$ cat config.mk
export PLATFORM = sky130hd
export DESIGN_NAME = agu_divider
export DESIGN_NICKNAME = d
export VERILOG_FILES = /design/src/rtl/agu_pkg.sv /design/src/rtl/agu_divider.sv
export SDC_FILE = /design/constraint.sdc
export NUM_CORES = 2
export LEC_CHECK = 0
export BUFFER_PORTS_ARGS = -buffer_cell sky130_fd_sc_hd__buf_2
export CORE_ASPECT_RATIO = 2
export CORE_UTILIZATION = 45
export DETAILED_ROUTE_END_ITERATION = 10
export GPL_TIMING_DRIVEN = 1
export PLACE_DENSITY_LB_ADDON = 0.05
export SLEW_MARGIN = 20
export SYNTH_ARGS = -nofsm -noshare
export SYNTH_HDL_FRONTEND = slang
export SYNTH_SLANG_ARGS = --single-unit
$ cat constraint.sdc
create_clock -name clk_i -period 5.8 [get_ports clk_i]
set_input_delay 0.87 -clock clk_i [delete_from_list [all_inputs] [get_ports clk_i]]
set_output_delay 0.87 -clock clk_i [all_outputs]
set_load 0.005 [all_outputs]
$ cat src/rtl/agu_pkg.sv
// Shared constants and types of the activation gradient unit.
`default_nettype none

package agu_pkg;

  localparam int FRAC_BITS = 12;
  localparam int DATA_W    = 16;
  localparam int ONE       = 1 << FRAC_BITS;

  // Divider operand and quotient widths
  localparam int NUM_W = 3 * FRAC_BITS + 1;
  localparam int DEN_W = 2 * DATA_W;
  localparam int QUO_W = FRAC_BITS + 3;

  // Configuration port
  localparam int APB_AW = 2;
  localparam int APB_DW = 32;
  localparam logic [APB_AW-1:0] ADDR_ACTIVATION_MODE = 2'd0;

  localparam logic [1:0] MODE_SOFTSIGN = 2'd0;
  localparam logic [1:0] MODE_TANH_RES = 2'd1;

  // Sideband that travels beside the divider
  typedef struct packed {
    logic signed [DATA_W-1:0] sum;
    logic                     last;
    logic                     sat_one;
  } agu_side_t;

endpackage

`default_nettype wire

$ cat src/rtl/agu_divider.sv
// Pipelined restoring divider, one quotient bit per register stage.
`default_nettype none

module agu_divider (
  input  logic                       clk_i,
  input  logic                       rst_ni,
  input  logic                       en_i,
  input  logic                       valid_i,
  input  logic [agu_pkg::NUM_W-1:0]  dividend_i,
  input  logic [agu_pkg::DEN_W-1:0]  divisor_i,
  input  agu_pkg::agu_side_t         side_i,
  output logic                       valid_o,
  output logic [agu_pkg::QUO_W-1:0]  quotient_o,
  output agu_pkg::agu_side_t         side_o
);
  import agu_pkg::*;

  localparam int WIDE_W = DEN_W + QUO_W;

  logic              vld_s [QUO_W];
  logic [NUM_W-1:0]  rem_s [QUO_W];
  logic [DEN_W-1:0]  dvs_s [QUO_W];
  logic [QUO_W-1:0]  quo_s [QUO_W];
  agu_side_t         side_s [QUO_W];

  for (genvar k = 0; k < QUO_W; k++) begin : g_stage
    localparam int BIT = QUO_W - 1 - k;

    logic              vld_in;
    logic [NUM_W-1:0]  rem_in;
    logic [DEN_W-1:0]  dvs_in;
    logic [QUO_W-1:0]  quo_in;
    agu_side_t         side_in;
    logic [WIDE_W-1:0] rem_w;
    logic [WIDE_W-1:0] sub_w;
    logic              take;
    logic              vld_q;
    logic [NUM_W-1:0]  rem_q;
    logic [DEN_W-1:0]  dvs_q;
    logic [QUO_W-1:0]  quo_q;
    agu_side_t         side_q;

    if (k == 0) begin : g_first
      assign vld_in  = valid_i;
      assign rem_in  = dividend_i;
      assign dvs_in  = divisor_i;
      assign quo_in  = '0;
      assign side_in = side_i;
    end else begin : g_next
      assign vld_in  = vld_s[k-1];
      assign rem_in  = rem_s[k-1];
      assign dvs_in  = dvs_s[k-1];
      assign quo_in  = quo_s[k-1];
      assign side_in = side_s[k-1];
    end

    assign rem_w = WIDE_W'(rem_in);
    assign sub_w = WIDE_W'(dvs_in) << BIT;
    assign take  = (rem_w >= sub_w);

    always_ff @(posedge clk_i or negedge rst_ni) begin
      if (!rst_ni) begin
        vld_q <= 1'b0;
      end else if (en_i) begin
        vld_q <= vld_in;
      end
    end

    always_ff @(posedge clk_i) begin
      if (en_i) begin
        rem_q  <= take ? NUM_W'(rem_w - sub_w) : rem_in;
        dvs_q  <= dvs_in;
        quo_q  <= quo_in | (QUO_W'(take) << BIT);
        side_q <= side_in;
      end
    end

    assign vld_s[k]  = vld_q;
    assign rem_s[k]  = rem_q;
    assign dvs_s[k]  = dvs_q;
    assign quo_s[k]  = quo_q;
    assign side_s[k] = side_q;
  end

  assign valid_o    = vld_s[QUO_W-1];
  assign quotient_o = quo_s[QUO_W-1];
  assign side_o     = side_s[QUO_W-1];

endmodule

`default_nettype wire

# Yosys cells after proc, flatten, opt, wreduce, memory -nomap -nowiden

Index checks and enable logic that the tools add are counted.

Add/sub/neg operators: 14
$lt $le $gt $ge: 15
Mux-type cells: 14
Bitwise logic cells: 14

Operator list:

| kind             | count |
|---|---|
| $mux W37         | 14 |
| $sub A37 B37 Y37 | 10 |
| $ge A37 B46 Y1   | 1 |
| $ge A37 B45 Y1   | 1 |
| $ge A37 B44 Y1   | 1 |
| $ge A37 B43 Y1   | 1 |
| $ge A37 B42 Y1   | 1 |
| $ge A37 B41 Y1   | 1 |
| $ge A37 B40 Y1   | 1 |
| $ge A37 B39 Y1   | 1 |
| $ge A37 B38 Y1   | 1 |
| $ge A37 B32 Y1   | 1 |
| $ge A37 B33 Y1   | 1 |
| $ge A37 B34 Y1   | 1 |
| $ge A37 B35 Y1   | 1 |
| $ge A37 B36 Y1   | 1 |
| $ge A37 B37 Y1   | 1 |
| $sub A37 B33 Y37 | 1 |
| $sub A37 B34 Y37 | 1 |
| $sub A37 B35 Y37 | 1 |
| $sub A37 B36 Y37 | 1 |
| $or A15 B1 Y15   | 1 |
| $or A15 B10 Y15  | 1 |
| $or A15 B11 Y15  | 1 |
| 11 further kinds | 11 |

Bits in registers: 1,462
Bits of input ports: 91
Output and inout bits: 34

# Longest topological paths before layout

Depth in word-level cells: 2
Depth in mapped cells: 17

# Least setup slack after synthesis

No wires, ideal clock.

Kind: input to register
Start point: input port divisor_i[7] (netlist name)
End point: register g_stage[0].rem_q[14], data pin
Setup time: 267 ps
Arrival: 3,429 ps
Required time: 5,533 ps
Setup slack: 2,104 ps
Cell stages on the path: 14
Path through: inv_1 ha_1 a21oi_1 o21bai_1 a21oi_1 nor3b_1 a21o_1 o221ai_1 a21oi_1 a21oi_1 o41ai_1 buf_2 clkbuf_1 o21ai_0

Word-level cells in the longest chain between the ends: 2

RTL lines:

| what                   | line              | text |
|---|---|---|
| start: declaration     | agu_divider.sv:10 | `input logic [agu_pkg::DEN_W-1:0] divisor_i,` |
| $ge A37 B46 Y1         | agu_divider.sv:59 | `assign take = (rem_w >= sub_w);` |
| $mux W37               | agu_divider.sv:71 | `rem_q <= take ? NUM_W'(rem_w - sub_w) : rem_in;` |
| end signal: assignment | agu_divider.sv:71 |  |
| end: declaration       | agu_divider.sv:38 | `logic [NUM_W-1:0] rem_q;` |

No other way between the ends.
A chain may end at the register's enable or synchronous reset.

# Worst setup path after layout

Start point: register g_stage[11].rem_q[3]
End point: register g_stage[12].rem_q[6], data pin

Word-level cells in the longest chain between the ends: 2
Elaborated cells between the ends (all ways): 3
Classes of those cells: add/sub (1); order compare (1); mux (1)

RTL lines:

| what                                                      | line |
|---|---|
| start: declaration                                        | agu_divider.sv:38 |
| start signal: assignment                                  | agu_divider.sv:71 |
| $sub A37 B34 Y37 / $ge A37 B34 Y1 (equally long branches) | agu_divider.sv:71, agu_divider.sv:59 |
| $mux W37 *                                                | agu_divider.sv:71 |
| end signal: assignment                                    | agu_divider.sv:71 |
| end: declaration                                          | agu_divider.sv:38 |

Every way passes the cells marked *; elsewhere a longest branch is shown, timed or not.

==> flow_summary.json <==
{
  "status": "complete, but fails checks",
  "violations": "DRC",
  "p_per_area_nw_per_um2": 370,
  "tightest_slew_ns": 1.15,
  "grt-ovfl-total": 0,
  "maxSlewHeadroom_pct": 22.8,
  "final_nets": 6199,
  "vias": 41504,
  "drc": 2,
  "hold_end": "g_stage[0].side_q[10]$_DFFE_PP_",
  "io_pins": 125,
  "final_layout_size_suffix_gt1_share_pct": 10.7,
  "ys_seq_area_share_pct": 60.1,
  "synthArstFlopShare_pct": 1.09,
  "synth_top_area_share_pct": 59.5,
  "gp_congestion": 0.916,
  "drv_slew": 0,
  "die_area_sq_um": 154000,
  "synth-edff-count": 1356,
  "drt_iter0_drc": 1793,
  "grt_antenna_before_repair": 1,
  "synth_nets": 6002,
  "cts_buffer_depth": 4,
  "syn_inst": 5462,
  "cts_tree": "done",
  "grt_pass1_vias": 44717,
  "final.min_clock_period_ns": 4.97,
  "layout-area-overhead-vs-synth_pct": 11.0,
  "r2r-end": "g_stage[12].rem_q[6]$_DFFE_PP_",
  "crit_required_ns": 6.30,
  "r2r_start": "g_stage[11].rem_q[3]$_DFFE_PP_",
  "reg2reg_depth": 11,
  "finalClockSkew_ns": 0.0488,
  "criticalPathCategory": "flop to flop",
  "via_per_inst": 5.39,
  "die_h_um": 553,
  "hpwl_um": 124000,
  "yosys.area.top_type": "edfxtp_1",
  "clock_latency_ns": 0.77,
  "synth_cell_types": 86,
  "wl_met1_um": 41600,
  "cp_top_family": "compound AO/OA/AOI/OAI gates",
  "period_share_pct": 85.6,
  "core_area_sq_um": 151000,
  "highest_layer": "met4",
  "design_area_sq_um": 75900,
  "setup_viol": 0,
  "ys_ff_latch": 1371,
  "clk_pin_slew_ns": 0.06,
  "cts_sinks": 1371,
  "synthesis.area_sq_um": 68400,
  "ant_nets": 0,
  "grt_pass1_wl_um": 239000,
  "first_pass_iters": 10,
  "r2r_slack_ns": 0.83,
  "wl_met3_um": 2920,
  "hold_class": "primary input to flop",
  "min_from": "side_i[10]",
  "maxCapViolCount": 0,
  "synth_area_per_cell_sq_um": 12.5,
  "grt_usage_pct": 20.6,
  "rsz0062_at_grt": "no",
  "worstPathBufferInverterCount": 1,
  "clockRootBuffer": "clkbuf_16",
  "static-leakage-power_uw": 0.0303,
  "crit_fanout": 57,
  "ys_warn_count": 0,
  "ys.flop_type": "edfxtp_1",
  "cts_resized": 0,
  "synthTopCellsByArea": "edfxtp_1 60%, ha_1 8.0%, inv_1 3.0%, o21ai_0 2.7%, mux2_2 2.7%",
  "startpoint_type": "flop",
  "htreeDepth": 4,
  "path_cells": "ha_1 -> nor2b_1 -> o21a_1 -> o21ai_0 -> a211oi_1 -> a2111oi_1 -> o31ai_1 -> a41o_1 -> a31oi_4 -> buf_12 -> mux2_2",
  "io_buffer_count": 124,
  "ir_drop_v": 0.000257,
  "hold_viol": 0,
  "wl_per_cell_um": 20.6,
  "crit_slowest_cell": "a2111oi_1",
  "numCtsBuffers": 138,
  "rows": 202,
  "cpPeakStageDelay_ns": 1.06,
  "tns_ns": 0,
  "hold_depth": 1,
  "fmax_mhz": 201,
  "cp.arrival_ns": 5.46,
  "place_area_sq_um": 71700,
  "end_kind": "flop",
  "dr_wl_met2_um": 99100,
  "grt_max_degree": 148,
  "fin_util_pct": 50.2,
  "start_util_pct": 45.3,
  "finalPower_uw": 28100,
  "drt_wl_total_um": 159000,
  "die-width_um": 278
}
-- per-layer routing --
metal / vias up / track usage [%]
li1: 20520 / -
met1: 19909 / 13.5
met2: 632 / 46.4
met3: 443 / 1.81
met4: 0 / 16.9
met5: - / 0
-- cell usage after synthesis, types with 14 or more instances --
library cell / number
edfxtp_1: 1356
inv_1: 544
ha_1: 435
nand2_1: 394
o21ai_0: 374
a21oi_1: 336
a21o_1: 217
xnor2_1: 203
nor2_1: 195
mux2_2: 166
xor2_1: 146
nand3_1: 84
clkbuf_1: 79
nor2b_1: 68
nand4_1: 63
nor3_1: 59
o21a_1: 55
o21bai_1: 54
nand2b_1: 51
and3_1: 47
a31oi_1: 46
nor4_1: 42
o31ai_1: 29
a211oi_1: 27
buf_2: 26
a21boi_0: 20
and2_1: 20
o211ai_1: 20
or2_2: 20
mux2_4: 17
dfrtp_1: 15
mux2i_1: 15
fa_1: 14
o31a_1: 14
-- power breakdown --
part           switching [uW]  internal [uW]
sequential                502          12300
clock                    3660           4970
combinational            3960           2720
-- cell type report --
class	instances	area, sq um
diodes	3	7.51
clock buffers	166	3610
clock inverters	68	656
fillers	13341	75200
inverters	544	2040
multi-input cells	3431	24900
flip-flops and latches	1371	41100
well taps	1938	2420
repair buffers	173	1170
-- layout by cell type (no fill, tap or decap), types with 59 or more instances in the layout --
master | netlist | layout
a21o_1 | 217 | 217
a21oi_1 | 336 | 335
buf_2 | 26 | 123
clkbuf_16 | 0 | 140
edfxtp_1 | 1356 | 1356
ha_1 | 435 | 435
inv_1 | 544 | 544
mux2_2 | 166 | 166
nand2_1 | 394 | 394
nand3_1 | 84 | 84
nand4_1 | 63 | 63
nor2_1 | 195 | 193
nor2b_1 | 68 | 67
nor3_1 | 59 | 59
o21ai_0 | 374 | 374
xnor2_1 | 203 | 203
xor2_1 | 146 | 146
-- per-stage QoR --
| stage | setup slack, ns | cells | hold WS [ns] |
|---|---|---|---|
| after floorplan | 2.10 | 5462 | 0.400 |
| after global placement | 0.970 | 7455 | 0.400 |
| after detailed placement | 1.01 | 7456 | 0.405 |
| after CTS | 0.990 | 7691 | 0.218 |
| after global routing | 0.797 | 7692 | 0.235 |
| final | 0.835 | 7694 | 0.284 |
-- sequential cells by signal, summed over array words and instances (netlist names), 18 cells and up --
register,count
g_stage.quo_q,95
g_stage.dvs_in,32
g_stage.side_q,234
g_stage.rem_in,37
g_stage.rem_q,481
g_stage.side_in,18
g_stage.dvs_q,416
side_o,18
-- worst max-delay path by stage --
stage / startpoint / to / slack, ns / depth (start not counted)
6_report: g_stage[11].rem_q[3]$_DFFE_PP_ / g_stage[12].rem_q[6]$_DFFE_PP_ / 0.83 / 11
5_1_grt: g_stage[5].rem_q[8]$_DFFE_PP_ / g_stage[6].rem_q[15]$_DFFE_PP_ / 0.80 / 15
4_1_cts: g_stage[5].rem_q[8]$_DFFE_PP_ / g_stage[6].rem_q[15]$_DFFE_PP_ / 0.99 / 15
3_5_place_dp: g_stage[5].rem_q[8]$_DFFE_PP_ / g_stage[6].rem_q[10]$_DFFE_PP_ / 1.01 / 15
3_3_place_gp: g_stage[2].rem_q[34]$_DFFE_PP_ / g_stage[3].rem_q[14]$_DFFE_PP_ / 0.97 / 10
2_1_floorplan: divisor_i[7] / g_stage[0].rem_q[14]$_DFFE_PP_ / 2.10 / 14
-- logic make-up (layout without fill, tap and decap cells) --
group           count (synthesis)  in the layout  synth area share [%]
xor+xnor                      349            349                  4.47
fa+ha+maj                     449            449                  8.36
simple gates                 1110           1110                  7.91
flops                        1371           1371                  60.1
buf+inv                       660            951                  3.73
other cells                     0              3                     0
compound gates               1325           1325                  12.2
mux                           198            198                  3.32
-- what timing repair did --
item | 4_1_cts | 5_1_grt
endpoints found under the hold margin | 15 | 0
setup buffers | 0 | 0
hold buffers | 1 | 0
endpoints found under the setup margin | 0 | 0
Power figures use the tool's default switching activity.
